**config.mk**
```make
export PLATFORM = sky130hd
export DESIGN_NAME = pbfm_datapath
export DESIGN_NICKNAME = d
export VERILOG_FILES = /design/src/sv/pbfm_pkg.sv /design/src/sv/pbfm_datapath.sv
export SDC_FILE = /design/constraint.sdc
export NUM_CORES = 2
export LEC_CHECK = 0
export BUFFER_PORTS_ARGS = -buffer_cell sky130_fd_sc_hd__buf_2
export CAP_MARGIN = 20
export CORE_MARGIN = 1.5
export CORE_UTILIZATION = 61
export DETAILED_ROUTE_END_ITERATION = 6
export HOLD_SLACK_MARGIN = 0.12
export PLACE_DENSITY = 0.79
export SLEW_MARGIN = 20
export SYNTH_ARGS = -nofsm -noshare
export SYNTH_HDL_FRONTEND = slang
export SYNTH_SLANG_ARGS = --single-unit
```
**constraint.sdc**
```tcl
create_clock -name aclk -period 11.08 [get_ports aclk]
set_input_delay 0 -clock aclk [delete_from_list [all_inputs] [get_ports aclk]]
set_output_delay 0 -clock aclk [all_outputs]
set_load 0.05 [all_outputs]
```
**src/sv/pbfm_pkg.sv**
```systemverilog
`default_nettype none
package pbfm_pkg;
    localparam int POOL_FRAMES = 16;
    localparam int PAGE_BITS = 31;
    localparam int PIN_BITS = 16;
    localparam int FRAME_BITS = $clog2(POOL_FRAMES);
    localparam int CNT_BITS = $clog2(POOL_FRAMES + 1);

    localparam logic [2:0] KIND_FETCH = 3'd0;
    localparam logic [2:0] KIND_NEW = 3'd1;
    localparam logic [2:0] KIND_UNPIN = 3'd2;
    localparam logic [2:0] KIND_DELETE = 3'd3;
    localparam logic [2:0] KIND_FLUSH = 3'd4;
    localparam logic [2:0] KIND_FLUSH_ALL = 3'd5;

    localparam logic [1:0] CMD_RESP = 2'd0;
    localparam logic [1:0] CMD_WRITE = 2'd1;
    localparam logic [1:0] CMD_READ = 2'd2;

    localparam logic [1:0] ST_OK = 2'd0;
    localparam logic [1:0] ST_NOT_RES = 2'd1;
    localparam logic [1:0] ST_NO_FREE = 2'd2;
    localparam logic [1:0] ST_PINNED = 2'd3;

    localparam logic REG_COUNT = 1'b0;
    localparam logic REG_NUMBER = 1'b1;

    // datapath operations requested by the controller
    typedef enum logic [3:0] {
        OP_NONE,
        OP_SCAN_STEP,
        OP_LRU_REMOVE,
        OP_LRU_APPEND,
        OP_POP_FREE,
        OP_POP_LRU,
        OP_INSTALL,
        OP_PIN_INC,
        OP_UNPIN,
        OP_DELETE,
        OP_CLEAN
    } dp_op_t;

    typedef struct packed {
        dp_op_t                  op;
        logic [FRAME_BITS-1:0]   frame;
        logic [PAGE_BITS-1:0]    page;
        logic                    dirty;
        logic                    scan_clear;
        logic                    alloc_step;
    } dp_cmd_t;

    typedef struct packed {
        logic                    scan_done;
        logic                    scan_hit;
        logic [FRAME_BITS-1:0]   scan_frame;
        logic [FRAME_BITS-1:0]   lru_pos;
        logic                    lru_found;
        logic [CNT_BITS-1:0]     free_depth;
        logic [CNT_BITS-1:0]     lru_length;
        logic [FRAME_BITS-1:0]   free_top;
        logic [FRAME_BITS-1:0]   lru_head;
        logic                    f_in_use;
        logic                    f_modified;
        logic [PAGE_BITS-1:0]    f_page;
        logic [PIN_BITS-1:0]     f_pins;
        logic [PAGE_BITS-1:0]    alloc;
    } dp_status_t;

    typedef struct packed {
        logic [1:0]              command;
        logic [PAGE_BITS-1:0]    result_page;
        logic [FRAME_BITS-1:0]   frame_index;
        logic [1:0]              status;
        logic                    last_item;
    } result_t;
endpackage
`default_nettype wire

```
**src/sv/pbfm_datapath.sv**
```systemverilog
`default_nettype none
module pbfm_datapath import pbfm_pkg::*; (
    input  wire logic       aclk,
    input  wire logic       aresetn,
    input  wire dp_cmd_t    cmd,
    input  wire logic       cfg_we,
    input  wire logic       cfg_sel,
    input  wire logic [15:0] cfg_data,
    output dp_status_t      stat
);
    logic [POOL_FRAMES-1:0]   in_use_reg;
    logic [POOL_FRAMES-1:0]   modified_reg;
    logic [PIN_BITS-1:0]      pins_reg [POOL_FRAMES];
    logic [PAGE_BITS-1:0]     page_reg [POOL_FRAMES];
    logic [FRAME_BITS-1:0]    free_reg [POOL_FRAMES];
    logic [FRAME_BITS-1:0]    lru_reg  [POOL_FRAMES];
    logic [CNT_BITS-1:0]      free_depth_reg;
    logic [CNT_BITS-1:0]      lru_len_reg;
    logic [PAGE_BITS-1:0]     alloc_reg;
    logic [15:0]              icount_reg;
    // scan unit: walks one frame per cycle
    logic [CNT_BITS-1:0]      scan_idx_reg;
    logic                     scan_hit_reg;
    logic [FRAME_BITS-1:0]    scan_frame_reg;
    logic                     lru_found_reg;
    logic [FRAME_BITS-1:0]    lru_pos_reg;

    logic [FRAME_BITS-1:0] sidx;
    logic [FRAME_BITS-1:0] top_idx;
    logic [FRAME_BITS-1:0] last_lru;
    logic                  lru_rm;
    logic [PIN_BITS-1:0]   pin_dec;

    assign sidx = scan_idx_reg[FRAME_BITS-1:0];
    assign top_idx = FRAME_BITS'(free_depth_reg - CNT_BITS'(1));
    assign last_lru = FRAME_BITS'(lru_len_reg - CNT_BITS'(1));
    assign pin_dec = pins_reg[cmd.frame] - PIN_BITS'(1);
    assign lru_rm = (cmd.op == OP_LRU_REMOVE && lru_found_reg) || cmd.op == OP_POP_LRU;

    always_comb begin
        stat.scan_done  = (scan_idx_reg == CNT_BITS'(POOL_FRAMES));
        stat.scan_hit   = scan_hit_reg;
        stat.scan_frame = scan_frame_reg;
        stat.lru_found  = lru_found_reg;
        stat.lru_pos    = lru_pos_reg;
        stat.free_depth = free_depth_reg;
        stat.lru_length = lru_len_reg;
        stat.free_top   = free_reg[top_idx];
        stat.lru_head   = lru_reg[0];
        stat.f_in_use   = in_use_reg[cmd.frame];
        stat.f_modified = modified_reg[cmd.frame];
        stat.f_page     = page_reg[cmd.frame];
        stat.f_pins     = pins_reg[cmd.frame];
        stat.alloc      = alloc_reg;
    end

    // scan: page match on pool and position of frame in the LRU list
    always_ff @(posedge aclk) begin
        if (!aresetn || cmd.scan_clear) begin
            scan_idx_reg  <= '0;
            scan_hit_reg  <= 1'b0;
            lru_found_reg <= 1'b0;
            scan_frame_reg <= '0;
            lru_pos_reg <= '0;
        end else if (cmd.op == OP_SCAN_STEP && !stat.scan_done) begin
            scan_idx_reg <= scan_idx_reg + CNT_BITS'(1);
            if (!scan_hit_reg && in_use_reg[sidx] && page_reg[sidx] == cmd.page) begin
                scan_hit_reg   <= 1'b1;
                scan_frame_reg <= sidx;
            end
            if (!lru_found_reg && scan_idx_reg < lru_len_reg && lru_reg[sidx] == cmd.frame) begin
                lru_found_reg <= 1'b1;
                lru_pos_reg   <= sidx;
            end
        end
    end

    // LRU list: shift-left removal, tail append
    always_ff @(posedge aclk) begin
        for (int i = 0; i < POOL_FRAMES - 1; i++) begin
            if (lru_rm && (cmd.op == OP_POP_LRU || FRAME_BITS'(i) >= lru_pos_reg))
                lru_reg[i] <= lru_reg[i+1];
        end
        if (cmd.op == OP_LRU_APPEND && !lru_found_reg &&
            lru_len_reg < CNT_BITS'(POOL_FRAMES))
            lru_reg[lru_len_reg[FRAME_BITS-1:0]] <= cmd.frame;
    end

    always_ff @(posedge aclk) begin
        if (!aresetn) begin
            lru_len_reg <= '0;
        end else if (lru_rm) begin
            lru_len_reg <= lru_len_reg - CNT_BITS'(1);
        end else if (cmd.op == OP_LRU_APPEND && !lru_found_reg &&
                     lru_len_reg < CNT_BITS'(POOL_FRAMES)) begin
            lru_len_reg <= lru_len_reg + CNT_BITS'(1);
        end
    end

    // free stack
    always_ff @(posedge aclk) begin
        if (!aresetn) begin
            free_depth_reg <= CNT_BITS'(POOL_FRAMES);
            for (int i = 0; i < POOL_FRAMES; i++)
                free_reg[i] <= FRAME_BITS'(POOL_FRAMES - 1 - i);
        end else if (cmd.op == OP_POP_FREE) begin
            free_depth_reg <= free_depth_reg - CNT_BITS'(1);
        end else if (cmd.op == OP_DELETE && free_depth_reg < CNT_BITS'(POOL_FRAMES)) begin
            free_reg[free_depth_reg[FRAME_BITS-1:0]] <= cmd.frame;
            free_depth_reg <= free_depth_reg + CNT_BITS'(1);
        end
    end

    // frame table
    always_ff @(posedge aclk) begin
        if (!aresetn) begin
            in_use_reg   <= '0;
            modified_reg <= '0;
            for (int i = 0; i < POOL_FRAMES; i++)
                pins_reg[i] <= '0;
        end else begin
            unique case (cmd.op)
                OP_INSTALL: begin
                    in_use_reg[cmd.frame]   <= 1'b1;
                    modified_reg[cmd.frame] <= 1'b0;
                    pins_reg[cmd.frame]     <= PIN_BITS'(1);
                end
                OP_PIN_INC: begin
                    if (pins_reg[cmd.frame] != '1)
                        pins_reg[cmd.frame] <= pins_reg[cmd.frame] + PIN_BITS'(1);
                end
                OP_UNPIN: begin
                    if (cmd.dirty)
                        modified_reg[cmd.frame] <= 1'b1;
                    if (pins_reg[cmd.frame] != '0)
                        pins_reg[cmd.frame] <= pin_dec;
                end
                OP_DELETE: begin
                    in_use_reg[cmd.frame]   <= 1'b0;
                    modified_reg[cmd.frame] <= 1'b0;
                end
                OP_CLEAN: modified_reg[cmd.frame] <= 1'b0;
                default: ;
            endcase
        end
    end

    always_ff @(posedge aclk) begin
        if (cmd.op == OP_INSTALL)
            page_reg[cmd.frame] <= cmd.page;
    end

    // config registers and page allocation counter
    always_ff @(posedge aclk) begin
        if (!aresetn) begin
            icount_reg <= 16'd1;
            alloc_reg  <= '0;
        end else if (cfg_we) begin
            if (cfg_sel == REG_COUNT)
                icount_reg <= cfg_data;
            else
                alloc_reg <= PAGE_BITS'(cfg_data);
        end else if (cmd.alloc_step) begin
            alloc_reg <= PAGE_BITS'(alloc_reg + PAGE_BITS'(icount_reg));
        end
    end
endmodule
`default_nettype wire

```
# After elaboration in Yosys (flattened, before gate mapping)

Memory sizes are Yosys's and may differ from the RTL's. A register that Yosys moved wholly into a read port is not among the register bits.
Index checks and enable logic that the tools add are counted.
Widths: inputs -> output; s select.

Bits in registers: 104
Bits in writable memories: 880
Output and inout bits: 109
Memories kept: 4

$add $sub $neg: 8
Order comparisons: 21
Equal/unequal tests: 16
Muxes and demuxes: 82
Bitwise gates (word level): 8
Reductions and logical operators: 61

Memories:

| memory   | words | bits a word | read ports | clocked after memory_dff | wr ports | RTL line            | source |
|---|---|---|---|---|---|---|---|
| page_reg | 16    | 31          | 2          | 1                        | 1        | pbfm_datapath.sv:14 | `logic [PAGE_BITS-1:0] page_reg [POOL_FRAMES];` |
| pins_reg | 16    | 16          | 1          | 0                        | 16       | pbfm_datapath.sv:13 | `logic [PIN_BITS-1:0] pins_reg [POOL_FRAMES];` |
| free_reg | 16    | 4           | 1          | 0                        | 16       | pbfm_datapath.sv:15 | `logic [FRAME_BITS-1:0] free_reg [POOL_FRAMES];` |
| lru_reg  | 16    | 4           | 17         | 1                        | 15       | pbfm_datapath.sv:16 | `logic [FRAME_BITS-1:0] lru_reg [POOL_FRAMES];` |

Operators by type and width:

| cell                  | count |
|---|---|
| $mux 31               | 3 |
| $mux 16               | 4 |
| $pmux 16 s2           | 2 |
| $mux 1                | 56 |
| $mux 4                | 9 |
| $and 16x16->16        | 2 |
| $or 16x16->16         | 2 |
| $add 31x16->31        | 1 |
| $eq 31x31->1          | 1 |
| $ge 4x4->1 const A    | 7 |
| $logic_and 1x1->1     | 25 |
| $mux 5                | 4 |
| $logic_or 1x1->1      | 17 |
| $add 16x1->16 const B | 1 |
| $eq 4x3->1 const B    | 4 |
| $ge 3x4->1 const A    | 4 |
| $ne 16x16->1 const B  | 1 |
| $not 16->16           | 1 |
| $reduce_bool 16->1    | 1 |
| $reduce_or 16->1      | 1 |
| $sub 16x1->16 const B | 1 |
| $add 5x1->5 const B   | 3 |
| $bmux 1 s4            | 3 |
| $eq 4x4->1 const B    | 3 |
| 21 further kinds      | 40 |

# Longest topological paths before layout

An unclocked memory read counts as a cell.

Depth in word-level cells: 10
Gate-level depth with buffers: 19

# Worst setup path before layout

Ideal clock, no wire load.

Path kind: in2reg
Start: input port cmd[35] (netlist bit)
End: memory pins_reg[1][0] (enable)
Setup time: 372 ps
Data arrival time: 4,450 ps
Setup slack: 6,258 ps
Stages on the path: 19
Cells stage by stage: buf_2 buf_4 buf_4 buf_1 mux4_2 a221oi_1 inv_1 ha_1 nand3_1 o22ai_1 and3_1 clkbuf_1 a31o_2 clkbuf_1 o211ai_2 buf_2 nand2_1 buf_4 nand2_1

RTL lines:

| what            | RTL line            | source |
|---|---|---|
| start, declared | pbfm_datapath.sv:5  | `input wire dp_cmd_t cmd,` |
| end, declared   | pbfm_datapath.sv:13 |  |

==> run metrics <==
Routed wire per std cell=30.5 µm; Critical Path Source=cmd[34]; switch share=0.237; vias in the first global route=between 30k and 40k; RSZ-0062 raised after global routing=false; Reg2Reg Capture Point=pins_reg[3][14]; Clock power frac=0.407; global-route wire length before repair=196,000 µm; Final Cycle Share=0.564; Setup Buffers After CTS=0; FF-to-FF Start=pins_reg[4][1]; Worst EP arrival=6.50 ns; sequential element share of the synthesized area=0.610; measured slew at the worst slew-check pin=around 1.2 ns; Pleak=17.1 nW; Post-synth EDFFs=880; gpl congestion=0.976; CP Depth=13; Post-Synthesis Cells=3,038; clk_lat worst skew=0.66 ns; Req. time, crit path=11.33 ns; Worst Hold Class=input port to flip-flop; Hold Fails Final Rpt=0; Synth-to-Final Area Change=12.4%; setup TNS after final layout=0 ns; Core Area=76,100 µm²; I/O Buffers=170; die height=280 µm; Critical Path End=pins_reg[3][14]; num rows=101; number of flip-flops in the largest register=496; Worst setup SP type=input port; placed cell count=a little over 4k; Resized cells post-CTS=0; H-tree Lvls=3; FMAX=about 0.16 GHz; Synth area leaders=edfxtp_1 (56%), mux4_2 (19%), dfxtp_1 (4.6%); vias=between 30k and 40k; Remaining Overflow, GRT=0; GRT Total Usage=0.340; outcome=finished, final reports clean; relative slew slack=0.212; clock buffer depth=3; register-to-register setup slack=5.65 ns; Boundary Pins=171; top_reg_cell synth=edfxtp_1; die area=78,500 µm²; top-count cell post-synth=edfxtp_1; final WL=132,000 µm; # setup viols final=0; Internal=6.20 mW; Seq cells post-synth=988; initial antenna violation count=6; Synth Warn #=0; CP cell instances=dlygate4sd3_1 > buf_8 > buf_12 > mux4_2 > a22o_1 > a221oi_1 > ha_1 > o21ai_0 > nor4_2 > a21o_1 > o211ai_2 > nand2_1 > nand2_1; Hold Path Stages=5; starting density of the core=0.616; max-slew violations=0; Post-DP HPWL=78,100 µm; Post-Synth Adder-Cell Area=0.00939; Worst Path Buf+Inv=3; R2R depth=10; Sw Pwr=slightly below 2 mW; CTS Root Cell=clkbuf_16; Synth cell types=72; Setup crit end kind=flip-flop; layout cells sized above 1=0.265; CTS Buf Count=98; Layout Cells excl Fill=4,332; simple-gate share of the synthesized area=0.0768; Yosys top cell area share=0.564; initial DRC count=about 4.7k; # clock sinks=between 900 and 1k; leading area contributor after synthesis=edfxtp_1; Final min period=6.25 ns; most used cell, CP=nand2_1; critical path class=input port to flip-flop; clk_skew=0.0180 ns; Pwr Density=154 nW/µm²; Final nets=around 3.3k; Syn Nets=3,134; die span in x=between 200 and 300 µm; post-synthesis compound-gate area fraction=0.0493; Reg power frac=0.511; ys async rst share=0; Via-to-Cell Ratio=7.06; CTS tree=yes; CP max stage cell=nand2_1; Synth Area in XOR/XNOR=0.0118; Residual DRC=0; Avg Inst Size Synth=15.4 µm²; largest family of logic cells by synthesized area=multiplexers; remaining antenna violation count after routing=0; router iterations before antenna repair=6; top cells by instance count after synthesis=edfxtp_1 (880), mux4_2 (403), nor2_1 (397); synthesized area=between 40,000 and 50,000 µm²; worst vdd rail ir drop=0.000202 V; worst-path fanout max=121; pin count of the biggest net entering global routing=122; Comb pwr share=0.083; Crit path max-delay family=compound AO/OA/AOI/OAI gates; Max Cap Viol=0; Critical Path Max Stage Delay=roughly 0.67 ns; post-synthesis mux area share=0.219; Worst-path clk slew=0.06 ns
through the flow:
stage	util	power [mW]	worst slack (ns)	hold slack, ns	instance area, µm²
final	0.693	8.12	4.83	0.201	52700
after global routing	0.693	8.30	4.50	0.262	52700
after CTS	0.692	8.11	4.91	0.235	52700
after global placement	0.640	4.84	5.09	0.222	48700
after detailed placement	0.640	4.85	4.84	0.251	48700
after floorplan	-	4.64	6.26	0.0989	46900
worst register-to-register path: stages, from the launching register on:
cell	delay [ns]
edfxtp_1	0.41
mux4_2	0.52
a22o_1	0.24
a221oi_1	0.61
ha_1	0.26
o21ai_0	0.11
nor4_2	0.40
a21o_1	0.57
o211ai_2	0.65
nand2_1	0.68
nand2_1	0.56
per-layer routing:
metal	wire length, µm	share of wire	GRT usage
met1	46400	0.35	0.464
met2	64600	0.49	0.548
met3	16400	0.12	0.0680
met4	4810	0.036	0.129
met5	21	0.00016	0
cell usage in the layout, fill, tap and decap left out, types with 16 or more instances in the layout:
master         Yosys  final
buf_2             35    167
dlygate4sd3_1      0     83
a22oi_1           27     27
clkinv_2           0     21
clkbuf_16          0    100
o21ai_0           93     93
edfxtp_1         880    880
xor2_1            21     21
a21o_1            17     17
nor3_1            46     46
ha_1              32     32
nand2b_1          18     18
nor2_1           397    381
or3_1             21     21
nor2_4             0     16
mux4_2           403    403
clkbuf_1         129     17
a21oi_1           83     81
clkinv_1           3     19
dfxtp_1          108    104
inv_1             33     33
xnor2_1           42     42
o221a_2           17     17
mux2_2            46     46
mux2i_1           62     60
nand3_1           51     51
nand2_1          201    201
buf_4             22     44
how the worst min path moves through the flow:
stage | to | slack (ns) | start
global route | flip-flop | 0.26 | cmd[2]
floorplan | lru_reg[15][0] | 0.1 | cmd[34]
CTS | alloc_reg[13] | 0.23 | cfg_data[13]
finish | flip-flop | 0.20 | cmd[2]
global placement | icount_reg[0] | 0.22 | cfg_data[0]
detailed placement | icount_reg[0] | 0.25 | cfg_data[0]
layout make-up:
cell class                 instances  area, µm²
tap                             1030       1290
timing repair buffer             298       2070
inverter                          40        153
sequential                       988      28600
clock buffer                     124       2660
antenna                            3       7.51
fill                            4791      23400
multi-input combinational       1790      17400
clock inverter                    59        519
kinds of logic (layout without fill, tap and decap cells):
kind of cell / Yosys count / after routing
fa+ha+maj: 34 / 34
flops: 988 / 988
mux: 516 / 516
simple gates: 827 / 827
other cells: 0 / 3
buf+inv: 260 / 521
compound gates: 350 / 350
xor+xnor: 63 / 63
power groups by stage:
stage / Sequential, mW / Combinational [mW] / Clock (mW)
after floorplan: 4.22 / 0.421 / 0
after global placement: 4.22 / 0.621 / 0
after detailed placement: 4.22 / 0.631 / 0
after CTS: 4.15 / 0.661 / 3.31
after global routing: 4.15 / 0.701 / 3.45
final: 4.15 / 0.671 / 3.30
timing repair:
| action | in CTS | in global routing |
|---|---|---|
| hold buffers | 83 | 0 |
| endpoints found under the setup margin | 0 | 0 |
| hold endpoints to repair | 591 | 0 |
Power figures use the tool's default switching activity.
